===== config.mk =====
export PLATFORM = sky130hd
export DESIGN_NAME = matrix_saddle_point_finder
export DESIGN_NICKNAME = d
export VERILOG_FILES = /design/src/rtl/msp_pkg.sv /design/src/rtl/msp_ram.sv /design/src/rtl/msp_front.sv /design/src/rtl/msp_queue.sv /design/src/rtl/msp_back.sv /design/src/rtl/matrix_saddle_point_finder.sv
export SDC_FILE = /design/constraint.sdc
export NUM_CORES = 2
export LEC_CHECK = 0
export ABC_AREA = 1
export BUFFER_PORTS_ARGS = -buffer_cell sky130_fd_sc_hd__buf_2
export CAP_MARGIN = 20
export CORE_MARGIN = 3
export CORE_UTILIZATION = 45
export DETAILED_ROUTE_END_ITERATION = 12
export PLACE_DENSITY = 0.63
export SLEW_MARGIN = 20
export SYNTH_ARGS = -nofsm -noshare
export SYNTH_HDL_FRONTEND = slang
export SYNTH_SLANG_ARGS = --single-unit

===== constraint.sdc =====
create_clock -name clk -period 9.4 [get_ports clk]
set_input_delay 0 -clock clk [delete_from_list [all_inputs] [get_ports clk]]
set_output_delay 0 -clock clk [all_outputs]
set_load 0.02 [all_outputs]

===== src/rtl/msp_pkg.sv =====
// types, constants and codes of the saddle point finder
package msp_pkg;

  localparam int MAX_DIM     = 8;
  localparam int VALUE_BITS  = 32;
  localparam int DIM_W       = (MAX_DIM > 1) ? $clog2(MAX_DIM) : 1;
  localparam int ADDR_W      = 2 * DIM_W;
  localparam int STORE_DEPTH = 1 << ADDR_W;
  localparam int CFG_W       = 4;
  localparam int CFG_IDX_W   = 1;
  localparam int FIELD_W     = 32;
  localparam int POS_W       = 3;
  localparam int QUEUE_DEPTH = 2;
  localparam int QUEUE_AW    = (QUEUE_DEPTH > 1) ? $clog2(QUEUE_DEPTH) : 1;

  localparam logic [CFG_W-1:0] DIM_RESET = CFG_W'(8);

  typedef logic [DIM_W-1:0]             idx_t;
  typedef logic signed [VALUE_BITS-1:0] value_t;

  typedef enum logic [CFG_IDX_W-1:0] {
    CFG_ROW_COUNT = 1'b0,
    CFG_COL_COUNT = 1'b1
  } cfg_reg_t;

  typedef enum logic {
    REQ_LOAD   = 1'b0,
    REQ_REPORT = 1'b1
  } req_t;

  typedef enum logic [1:0] {
    ST_IDLE,
    ST_MAX_SCAN,
    ST_PT_SCAN,
    ST_FLUSH
  } back_state_t;

  typedef struct packed {
    req_t                       req_type;
    logic signed [FIELD_W-1:0]  elem_value;
  } in_item_t;

  typedef struct packed {
    logic                       found;
    logic signed [FIELD_W-1:0]  point_value;
    logic [POS_W-1:0]           point_row;
    logic [POS_W-1:0]           point_col;
    logic                       last_result;
  } out_item_t;

  typedef struct packed {
    req_t   kind;
    idx_t   row;
    idx_t   col;
    value_t value;
  } cmd_t;

  typedef struct packed {
    idx_t rows_last;
    idx_t cols_last;
  } dim_t;

endpackage


===== src/rtl/msp_ram.sv =====
// generic single write port ram with registered read
module msp_ram #(
  parameter int WIDTH = 32,
  parameter int DEPTH = 64,
  localparam int AW   = (DEPTH > 1) ? $clog2(DEPTH) : 1
) (
  input  logic             clk,
  input  logic             wr_en,
  input  logic [AW-1:0]    wr_addr,
  input  logic [WIDTH-1:0] wr_data,
  input  logic             rd_en,
  input  logic [AW-1:0]    rd_addr,
  output logic [WIDTH-1:0] rd_data
);

  logic [WIDTH-1:0] mem_r [DEPTH];
  logic [WIDTH-1:0] rd_data_r;

  always_ff @(posedge clk) begin
    if (wr_en) begin
      mem_r[wr_addr] <= wr_data;
    end
  end

  // read data holds while rd_en is low
  always_ff @(posedge clk) begin
    if (rd_en) begin
      rd_data_r <= mem_r[rd_addr];
    end
  end

  assign rd_data = rd_data_r;

endmodule


===== src/rtl/msp_front.sv =====
// front end: config registers, load position and request classification
module msp_front import msp_pkg::*; (
  input  logic                 clk,
  input  logic                 rst_n,
  input  logic                 in_valid,
  output logic                 in_ready,
  input  in_item_t             in_data,
  input  logic                 cfg_wr_en,
  input  logic [CFG_IDX_W-1:0] cfg_index,
  input  logic [CFG_W-1:0]     cfg_wdata,
  input  logic                 q_full,
  output logic                 push,
  output cmd_t                 push_cmd,
  output dim_t                 dims
);

  logic [CFG_W-1:0] row_count_r;
  logic [CFG_W-1:0] col_count_r;
  idx_t             pos_row_r, pos_row_nxt;
  idx_t             pos_col_r, pos_col_nxt;
  logic             accept;

  // clamp a count register to 1..MAX_DIM and return its last index
  function automatic idx_t dim_last(input logic [CFG_W-1:0] reg_val);
    if (reg_val == '0) begin
      return '0;
    end else if (int'(reg_val) > MAX_DIM) begin
      return idx_t'(MAX_DIM - 1);
    end else begin
      return idx_t'(reg_val - 1'b1);
    end
  endfunction

  assign in_ready       = !q_full;
  assign accept         = in_valid && in_ready;
  assign dims.rows_last = dim_last(row_count_r);
  assign dims.cols_last = dim_last(col_count_r);

  assign push           = accept;
  assign push_cmd.kind  = in_data.req_type;
  assign push_cmd.row   = pos_row_r;
  assign push_cmd.col   = pos_col_r;
  assign push_cmd.value = value_t'(in_data.elem_value);

  always_comb begin
    pos_row_nxt = pos_row_r;
    pos_col_nxt = pos_col_r;
    if (cfg_wr_en) begin
      pos_row_nxt = '0;
      pos_col_nxt = '0;
    end else if (accept) begin
      if (in_data.req_type == REQ_REPORT) begin
        pos_row_nxt = '0;
        pos_col_nxt = '0;
      end else if (pos_col_r == dims.cols_last) begin
        pos_col_nxt = '0;
        // wrap to a new matrix after the last element
        pos_row_nxt = (pos_row_r == dims.rows_last) ? '0 : pos_row_r + 1'b1;
      end else begin
        pos_col_nxt = pos_col_r + 1'b1;
      end
    end
  end

  always_ff @(posedge clk) begin
    if (!rst_n) begin
      row_count_r <= DIM_RESET;
      col_count_r <= DIM_RESET;
      pos_row_r   <= '0;
      pos_col_r   <= '0;
    end else begin
      pos_row_r <= pos_row_nxt;
      pos_col_r <= pos_col_nxt;
      if (cfg_wr_en) begin
        unique case (cfg_index)
          CFG_ROW_COUNT: row_count_r <= cfg_wdata;
          CFG_COL_COUNT: col_count_r <= cfg_wdata;
        endcase
      end
    end
  end

endmodule


===== src/rtl/msp_queue.sv =====
// short command queue between front end and back end
module msp_queue import msp_pkg::*; (
  input  logic clk,
  input  logic rst_n,
  input  logic push,
  input  cmd_t push_cmd,
  input  logic pop,
  output cmd_t head,
  output logic empty,
  output logic full
);

  cmd_t                slot_r [QUEUE_DEPTH];
  logic [QUEUE_AW-1:0] wr_ptr_r;
  logic [QUEUE_AW-1:0] rd_ptr_r;
  logic [QUEUE_AW:0]   count_r;

  assign head  = slot_r[rd_ptr_r];
  assign empty = (count_r == '0);
  assign full  = (count_r == (QUEUE_AW+1)'(QUEUE_DEPTH));

  always_ff @(posedge clk) begin
    if (push) begin
      slot_r[wr_ptr_r] <= push_cmd;
    end
  end

  always_ff @(posedge clk) begin
    if (!rst_n) begin
      wr_ptr_r <= '0;
      rd_ptr_r <= '0;
      count_r  <= '0;
    end else begin
      if (push) begin
        wr_ptr_r <= wr_ptr_r + 1'b1;
      end
      if (pop) begin
        rd_ptr_r <= rd_ptr_r + 1'b1;
      end
      count_r <= count_r + (QUEUE_AW+1)'(push) - (QUEUE_AW+1)'(pop);
    end
  end

endmodule


===== src/rtl/msp_back.sv =====
// back end: element writes, row/column trackers, report scan and result register
module msp_back import msp_pkg::*; (
  input  logic              clk,
  input  logic              rst_n,
  input  logic              q_empty,
  input  cmd_t              q_head,
  output logic              q_pop,
  input  dim_t              dims,
  output logic              ram_wr_en,
  output logic [ADDR_W-1:0] ram_wr_addr,
  output value_t            ram_wr_data,
  output logic              ram_rd_en,
  output logic [ADDR_W-1:0] ram_rd_addr,
  input  value_t            ram_rd_data,
  output logic              out_valid,
  input  logic              out_ready,
  output out_item_t         out_data
);

  back_state_t state_r, state_nxt;

  // scan address counters
  idx_t      sr_r, sr_nxt;
  idx_t      sc_r, sc_nxt;
  logic      iss_done_r, iss_done_nxt;

  // read data stage
  logic      d_vld_r, d_vld_nxt;
  idx_t      d_row_r, d_row_nxt;
  idx_t      d_col_r, d_col_nxt;
  logic      d_last_r, d_last_nxt;

  value_t    row_max_r [MAX_DIM];
  value_t    col_min_r [MAX_DIM];

  // one saddle point held back until we know whether it is the last
  logic      pend_vld_r, pend_vld_nxt;
  out_item_t pend_r, pend_nxt;

  logic      out_vld_r, out_vld_nxt;
  out_item_t out_r, out_nxt;

  logic      trk_en;
  idx_t      trk_row;
  idx_t      trk_col;
  value_t    trk_val;
  logic      row_upd;
  logic      col_upd;
  logic      is_sp;
  logic      stall;
  logic      out_free;
  out_item_t sp_item;

  assign out_free    = !out_vld_r || out_ready;
  assign is_sp       = (ram_rd_data == row_max_r[d_row_r]) &&
                       (ram_rd_data == col_min_r[d_col_r]);
  assign ram_rd_addr = {sr_r, sc_r};
  assign ram_wr_addr = {q_head.row, q_head.col};
  assign ram_wr_data = q_head.value;
  assign out_valid   = out_vld_r;
  assign out_data    = out_r;

  always_comb begin
    sp_item             = '0;
    sp_item.found       = 1'b1;
    sp_item.point_value = FIELD_W'($unsigned(ram_rd_data));
    sp_item.point_row   = POS_W'(d_row_r);
    sp_item.point_col   = POS_W'(d_col_r);
  end

  always_comb begin
    state_nxt    = state_r;
    sr_nxt       = sr_r;
    sc_nxt       = sc_r;
    iss_done_nxt = iss_done_r;
    q_pop        = 1'b0;
    ram_wr_en    = 1'b0;
    ram_rd_en    = 1'b0;
    stall        = 1'b0;
    trk_en       = 1'b0;
    trk_row      = q_head.row;
    trk_col      = q_head.col;
    trk_val      = q_head.value;
    pend_vld_nxt = pend_vld_r;
    pend_nxt     = pend_r;
    out_vld_nxt  = out_vld_r && !out_ready;
    out_nxt      = out_r;

    unique case (state_r)
      ST_IDLE: begin
        if (!q_empty) begin
          q_pop = 1'b1;
          if (q_head.kind == REQ_REPORT) begin
            state_nxt    = ST_MAX_SCAN;
            sr_nxt       = '0;
            sc_nxt       = '0;
            iss_done_nxt = 1'b0;
          end else begin
            ram_wr_en = 1'b1;
            trk_en    = 1'b1;
          end
        end
      end
      ST_MAX_SCAN: begin
        // first pass rebuilds row maxima and column minima from the store
        ram_rd_en = !iss_done_r;
        trk_en    = d_vld_r;
        trk_row   = d_row_r;
        trk_col   = d_col_r;
        trk_val   = ram_rd_data;
        if (d_vld_r && d_last_r) begin
          state_nxt    = ST_PT_SCAN;
          sr_nxt       = '0;
          sc_nxt       = '0;
          iss_done_nxt = 1'b0;
        end
      end
      ST_PT_SCAN: begin
        if (d_vld_r && is_sp) begin
          if (pend_vld_r) begin
            if (out_free) begin
              out_vld_nxt = 1'b1;
              out_nxt     = pend_r;
              pend_nxt    = sp_item;
            end else begin
              stall = 1'b1;
            end
          end else begin
            pend_vld_nxt = 1'b1;
            pend_nxt     = sp_item;
          end
        end
        ram_rd_en = !iss_done_r && !stall;
        if (d_vld_r && d_last_r && !stall) begin
          state_nxt = ST_FLUSH;
        end
      end
      ST_FLUSH: begin
        if (out_free) begin
          out_vld_nxt = 1'b1;
          if (pend_vld_r) begin
            out_nxt = pend_r;
          end else begin
            out_nxt = '0;
          end
          out_nxt.last_result = 1'b1;
          pend_vld_nxt        = 1'b0;
          state_nxt           = ST_IDLE;
        end
      end
    endcase

    if (ram_rd_en) begin
      if (sc_r == dims.cols_last) begin
        sc_nxt = '0;
        if (sr_r == dims.rows_last) begin
          iss_done_nxt = 1'b1;
        end else begin
          sr_nxt = sr_r + 1'b1;
        end
      end else begin
        sc_nxt = sc_r + 1'b1;
      end
    end
  end

  // read stage holds together with the ram output while stalled
  always_comb begin
    d_vld_nxt  = d_vld_r;
    d_row_nxt  = d_row_r;
    d_col_nxt  = d_col_r;
    d_last_nxt = d_last_r;
    if (ram_rd_en) begin
      d_vld_nxt  = 1'b1;
      d_row_nxt  = sr_r;
      d_col_nxt  = sc_r;
      d_last_nxt = (sr_r == dims.rows_last) && (sc_r == dims.cols_last);
    end else if (!stall) begin
      d_vld_nxt = 1'b0;
    end
  end

  // tracker starts at the first element of its row or column
  assign row_upd = trk_en && ((trk_col == '0) || (trk_val > row_max_r[trk_row]));
  assign col_upd = trk_en && ((trk_row == '0) || (trk_val < col_min_r[trk_col]));

  always_ff @(posedge clk) begin
    if (row_upd) begin
      row_max_r[trk_row] <= trk_val;
    end
    if (col_upd) begin
      col_min_r[trk_col] <= trk_val;
    end
  end

  always_ff @(posedge clk) begin
    d_row_r  <= d_row_nxt;
    d_col_r  <= d_col_nxt;
    d_last_r <= d_last_nxt;
    pend_r   <= pend_nxt;
    out_r    <= out_nxt;
  end

  always_ff @(posedge clk) begin
    if (!rst_n) begin
      state_r    <= ST_IDLE;
      sr_r       <= '0;
      sc_r       <= '0;
      iss_done_r <= 1'b1;
      d_vld_r    <= 1'b0;
      pend_vld_r <= 1'b0;
      out_vld_r  <= 1'b0;
    end else begin
      state_r    <= state_nxt;
      sr_r       <= sr_nxt;
      sc_r       <= sc_nxt;
      iss_done_r <= iss_done_nxt;
      d_vld_r    <= d_vld_nxt;
      pend_vld_r <= pend_vld_nxt;
      out_vld_r  <= out_vld_nxt;
    end
  end

endmodule


===== src/rtl/matrix_saddle_point_finder.sv =====
// Saddle point finder top level. Load requests are taken back to back while the queue has room:
// the front end assigns the row-major position and a two-entry queue feeds the back end, which
// writes the element store and the running row maximum and column minimum together.
// A report request is carried out by the back end in two passes over the stored
// rows x cols elements through the single read port of the element store: the first
// rebuilds the row maxima and column minima, the second emits every saddle point in
// row-major order. A report is held up whenever out_ready holds a result back, and loads
// queued behind it wait until it finishes.
// A report with no saddle point yields one result with found low and last_result high.
// Configuration writes restart loading at the first element and must be made only while idle.
module matrix_saddle_point_finder import msp_pkg::*; (
  input  logic                 clk,
  input  logic                 rst_n,
  input  logic                 in_valid,
  output logic                 in_ready,
  input  in_item_t             in_data,
  output logic                 out_valid,
  input  logic                 out_ready,
  output out_item_t            out_data,
  input  logic                 cfg_wr_en,
  input  logic [CFG_IDX_W-1:0] cfg_index,
  input  logic [CFG_W-1:0]     cfg_wdata
);

  logic              push;
  cmd_t              push_cmd;
  logic              q_full;
  logic              q_empty;
  logic              q_pop;
  cmd_t              q_head;
  dim_t              dims;
  logic              ram_wr_en;
  logic [ADDR_W-1:0] ram_wr_addr;
  value_t            ram_wr_data;
  logic              ram_rd_en;
  logic [ADDR_W-1:0] ram_rd_addr;
  value_t            ram_rd_data;

  msp_front u_front (
    .clk       (clk),
    .rst_n     (rst_n),
    .in_valid  (in_valid),
    .in_ready  (in_ready),
    .in_data   (in_data),
    .cfg_wr_en (cfg_wr_en),
    .cfg_index (cfg_index),
    .cfg_wdata (cfg_wdata),
    .q_full    (q_full),
    .push      (push),
    .push_cmd  (push_cmd),
    .dims      (dims)
  );

  msp_queue u_queue (
    .clk      (clk),
    .rst_n    (rst_n),
    .push     (push),
    .push_cmd (push_cmd),
    .pop      (q_pop),
    .head     (q_head),
    .empty    (q_empty),
    .full     (q_full)
  );

  msp_back u_back (
    .clk         (clk),
    .rst_n       (rst_n),
    .q_empty     (q_empty),
    .q_head      (q_head),
    .q_pop       (q_pop),
    .dims        (dims),
    .ram_wr_en   (ram_wr_en),
    .ram_wr_addr (ram_wr_addr),
    .ram_wr_data (ram_wr_data),
    .ram_rd_en   (ram_rd_en),
    .ram_rd_addr (ram_rd_addr),
    .ram_rd_data (ram_rd_data),
    .out_valid   (out_valid),
    .out_ready   (out_ready),
    .out_data    (out_data)
  );

  msp_ram #(
    .WIDTH (VALUE_BITS),
    .DEPTH (STORE_DEPTH)
  ) u_store (
    .clk     (clk),
    .wr_en   (ram_wr_en),
    .wr_addr (ram_wr_addr),
    .wr_data (ram_wr_data),
    .rd_en   (ram_rd_en),
    .rd_addr (ram_rd_addr),
    .rd_data (ram_rd_data)
  );

endmodule


==> flow_summary_export.csv <==
group,metric,value,unit
outcome,status,"finished clean",
finish,filler_cell_count,21209,
die,ios,85,
timing,period_needed,7.59,ns
clocking,numClockSinks,2792,
power_and_ir_drop,switching_share,0.351,
global_routing,grt_pass1_wl,549000,um
power_and_ir_drop,power_switching,0.0136,W
power_and_ir_drop,p_leak,43.8,nW
clocking,clk_pin_slew,0.06,ns
die,fp.dieH,511,um
worst_setup_path,cpPeakStageDelay,0.89,ns
global_routing,track_usage,0.290,
finish,instances_no_fill,13116,
finish,layout_common_cells,"2755 x edfxtp_1, 1724 x nor2_1, 1493 x o21ai_0, 669 x o22ai_1, 654 x nand2_1",
routing,num_vias,81608,
worst_setup_path,cp_num_buf_inv,7,
timing,rsz0062_at_grt,"false",
routing,drc,0,
timing,min_period_over_period,0.808,
logic_synthesis,synth_fp_nets,9497,
worst_setup_path,crit_path_start_kind,"flip-flop",
routing,drt-vias-per-instance,6.22,
die,initial_core_util,0.455,
clocking,numCtsBuffers,308,
global_routing,antenna_found_initial,32,
global_routing,grt_max_degree,174,
worst_setup_path,critical_path_arrival,8.16,ns
timing,relSlewSlack,0.192,
logic_synthesis,yosysWarnings,0,
power_and_ir_drop,p_int,0.0252,W
finish,area_growth,13.6,%
global_routing,met3_usage,0.0634,
worst_setup_path,cpMaxStageDelayCell,"nor3_4",
global_routing,grtUsageMet2,0.441,
routing,drtIter0Drc,12531,
power_and_ir_drop,ir_worst_vdd,0.209,mV
timing,tightest_slew,1.20,ns
finish,multi_input_area,0.0283,mm2
logic_synthesis,synth_cell_types,48,
logic_synthesis,syn_area,0.115,mm2
clocking,cts_tree,"done",
power_and_ir_drop,powerDensity,298,mW/mm2
clocking,clockBufferDepth,4,
routing,drt-pass1-iter-count,9,
clocking,cts_resized,0,
finish,fin_util,0.517,
global_routing,grt_pass1_vias,75433,
die,row_count,184,
global_routing,grt-busiest-layer,"met2",
timing,maxSlewViolCount,0,
hold_path,hold_path_class,"in2reg",
logic_synthesis,avgSynthCellArea,12.2,um2
timing,finalHoldViolations,0,
placement,hpwl,229000,um
worst_setup_path,criticalPathCategory,"reg2reg",
die,die_w,511,um
die,die_area,0.261,mm2
placement,post_dp_cell_area,0.120,mm2
worst_setup_path,cpLargestDelayFamily,"simple AND/OR/NAND/NOR gates",
global_routing,grt-ovfl-total,0,
power_and_ir_drop,fin_total_pwr,0.0389,W
routing,ant_nets,0,
placement,gp_congestion,0.973,
worst_setup_path,required,9.97,ns
routing,routedWlPerCell,29.8,um
placement,dp.cells,12475,
finish,nNetsFinal,9649,
timing,fin_setup_tns,0,ns
worst_setup_path,end_kind,"flip-flop",
job,maxCapViolCount,0,
finish,ff_latch_area,0.0835,mm2
timing,setup_viol,0,
routing,routed_wl,391000,um
clocking,htreeDepth,5,
worst_setup_path,path_cells,"inv_1 -> ha_1 -> inv_2 -> or2_2 -> o21ai_2 -> inv_1 -> nor3_4 -> inv_2 -> o221ai_1 -> a221oi_1 -> o2111ai_1 -> inv_1 -> ha_1 -> nand2_1 -> nor3_1 -> inv_1 -> nor4_1 -> a211oi_1 -> xor2_1 -> nand2_1 -> nand2_1 -> nand2_1 -> nor2_4 -> buf_4",
finish,stdcell_area,0.130,mm2
die,coreArea,0.253,mm2
timing,max_freq,0.132,GHz
power_and_ir_drop,sequentialPowerShare,0.420,
clocking,clock_latency,0.98,ns
timing,skew,0.111,ns
worst_setup_path,path_max_fanout,21,
clocking,clockRootBuffer,"clkbuf_16",
finish,final_common_cell,"edfxtp_1",
logic_synthesis,synthesis.instances,9378,
logic_synthesis,ys_ff_latch,2792,
power_and_ir_drop,p_comb_frac,0.285,
logic_synthesis,ys_seq_area_frac,0.727,
global_routing,grtUsageMet1,0.398,
placement,numPortBuffers,84,
finish,post_route_cells_drive_above_1_share,0.0973,
power_and_ir_drop,clkPwrFrac,0.295,
cells in the mapped netlist, drive strengths merged:
library cell,count,share of area
or4,3,0.00020
o221ai,13,0.00099
a211oi,5,0.00033
nor3b,1,0.000065
nor4,6,0.00033
a22oi,85,0.0056
xnor2,1,0.000076
nor4b,1,0.000076
a32oi,1,0.000076
mux2i,1,0.00012
nand3b,2,0.00013
o21ai,1587,0.069
nand2,692,0.023
nand4,53,0.0029
clkinv,1,0.000033
xor2,16,0.0012
o22ai,669,0.036
nor2,1811,0.059
dfxtp,37,0.0064
clkbuf,487,0.016
a21oi,131,0.0057
nand3,217,0.0095
a221oi,56,0.0043
o31ai,1,0.000065
o2bb2ai,8,0.00061
o21a,2,0.00013
or2,9,0.00049
inv,376,0.012
o2111ai,13,0.00099
o32ai,33,0.0025
edfxtp,2755,0.72
a31oi,2,0.00011
a2111o,1,0.000098
nor3,22,0.0013
ha,76,0.0083
buf,118,0.0055
a2111oi,3,0.00023
o211ai,83,0.0054
stage by stage:
step                      hold WS (ns)  setup WS [ns]
after floorplan                 0.0989           3.58
after global placement           0.188           2.18
after detailed placement         0.192           2.06
after CTS                     0.000785           1.97
after global routing             0.109           1.44
final                           0.0947           1.81
routing by layer:
metal | share of wire | wire [um]
met1 | 0.38 | 150000
met2 | 0.45 | 176000
met3 | 0.12 | 45200
met4 | 0.050 | 19500
met5 | 0.00020 | 79
worst paths after layout:
path	from	end	slack, ns	cells after the start
max	u_back.state_r[1]$_SDFFE_PN0P_	u_back.row_max_r[4][30]$_DFFE_PP_	1.81	24
min	cfg_wr_en	u_front.row_count_r[2]$_SDFFE_PN0P_	0.09	6
max reg2reg	u_back.state_r[1]$_SDFFE_PN0P_	u_back.row_max_r[4][30]$_DFFE_PP_	1.81	24
min reg2reg	u_back.d_col_r[2]$_DFFE_PP_	u_back.pend_r[3]$_DFFE_PP_	0.46	0
logic make-up (layout without fill, tap and decap cells):
family	after synthesis	in the layout	synth area share
AOI/OAI and AO/OA	2693	2693	0.133
xor gates and xnor gates	17	17	0.00130
adders and majority gates	76	76	0.00828
buffers and inverters	982	1352	0.0338
DFF	2792	2792	0.727
muxes	1	1	0.000120
other	0	20	0
and+or+nand+nor	2817	2817	0.0968
timing repair:
action	in CTS	in global routing
buffers inserted	0	0
hold endpoints to repair	122	0
hold buffers	93	0
worst reg2reg max path: stages, from the launching register on:
cell       delay (ns)
dfxtp_1          0.35
inv_1            0.12
ha_1             0.53
inv_2            0.17
or2_2            0.32
o21ai_2          0.27
inv_1            0.33
nor3_4           0.89
inv_2            0.34
o221ai_1         0.29
a221oi_1         0.08
o2111ai_1        0.11
inv_1            0.07
ha_1             0.27
nand2_1          0.07
nor3_1           0.18
inv_1            0.08
nor4_1           0.52
a211oi_1         0.19
xor2_1           0.21
nand2_1          0.08
nand2_1          0.06
nand2_1          0.42
nor2_4           0.89
buf_4            0.37
power by group through the flow:
stage          clock network [W]  registers [W]  logic (W)
6_report                  0.0115         0.0163     0.0111
3_3_place_gp                   0         0.0165     0.0106
5_1_grt                   0.0121         0.0163     0.0118
2_1_floorplan                  0         0.0165    0.00585
4_1_cts                   0.0116         0.0163     0.0108
3_5_place_dp                   0         0.0165     0.0108
cell type report:
| type | instances | area share |
|---|---|---|
| Tap cell | 3348 | 0.0321 |
| Multi-Input combinational cell | 5604 | 0.217 |
| Antenna cell | 20 | 0.000384 |
| Timing Repair Buffer | 447 | 0.0275 |
| Inverter | 377 | 0.0110 |
| Clock inverter | 139 | 0.0100 |
| Clock buffer | 389 | 0.0620 |
| Sequential cell | 2792 | 0.640 |
sequential cells by signal, indices dropped and copies added, names as in the netlist, 2 cells and up, named ones only:
| signal | count |
|---|---|
| u_queue.count_r | 2 |
| u_front.pos_row_r | 3 |
| u_queue.slot_r | 78 |
| u_back.out_data | 40 |
| u_back.d_row_r | 3 |
| u_store.mem_r | 2048 |
| u_front.col_count_r | 4 |
| u_back.row_max_r | 256 |
| u_back.sc_r | 3 |
| u_back.sr_r | 3 |
| u_back.state_r | 2 |
| u_store.rd_data | 32 |
| u_front.row_count_r | 4 |
| u_back.col_min_r | 256 |
| u_back.d_col_r | 3 |
| u_front.pos_col_r | 3 |
| u_back.pend_r | 38 |
(Power assumes the default switching activity.)
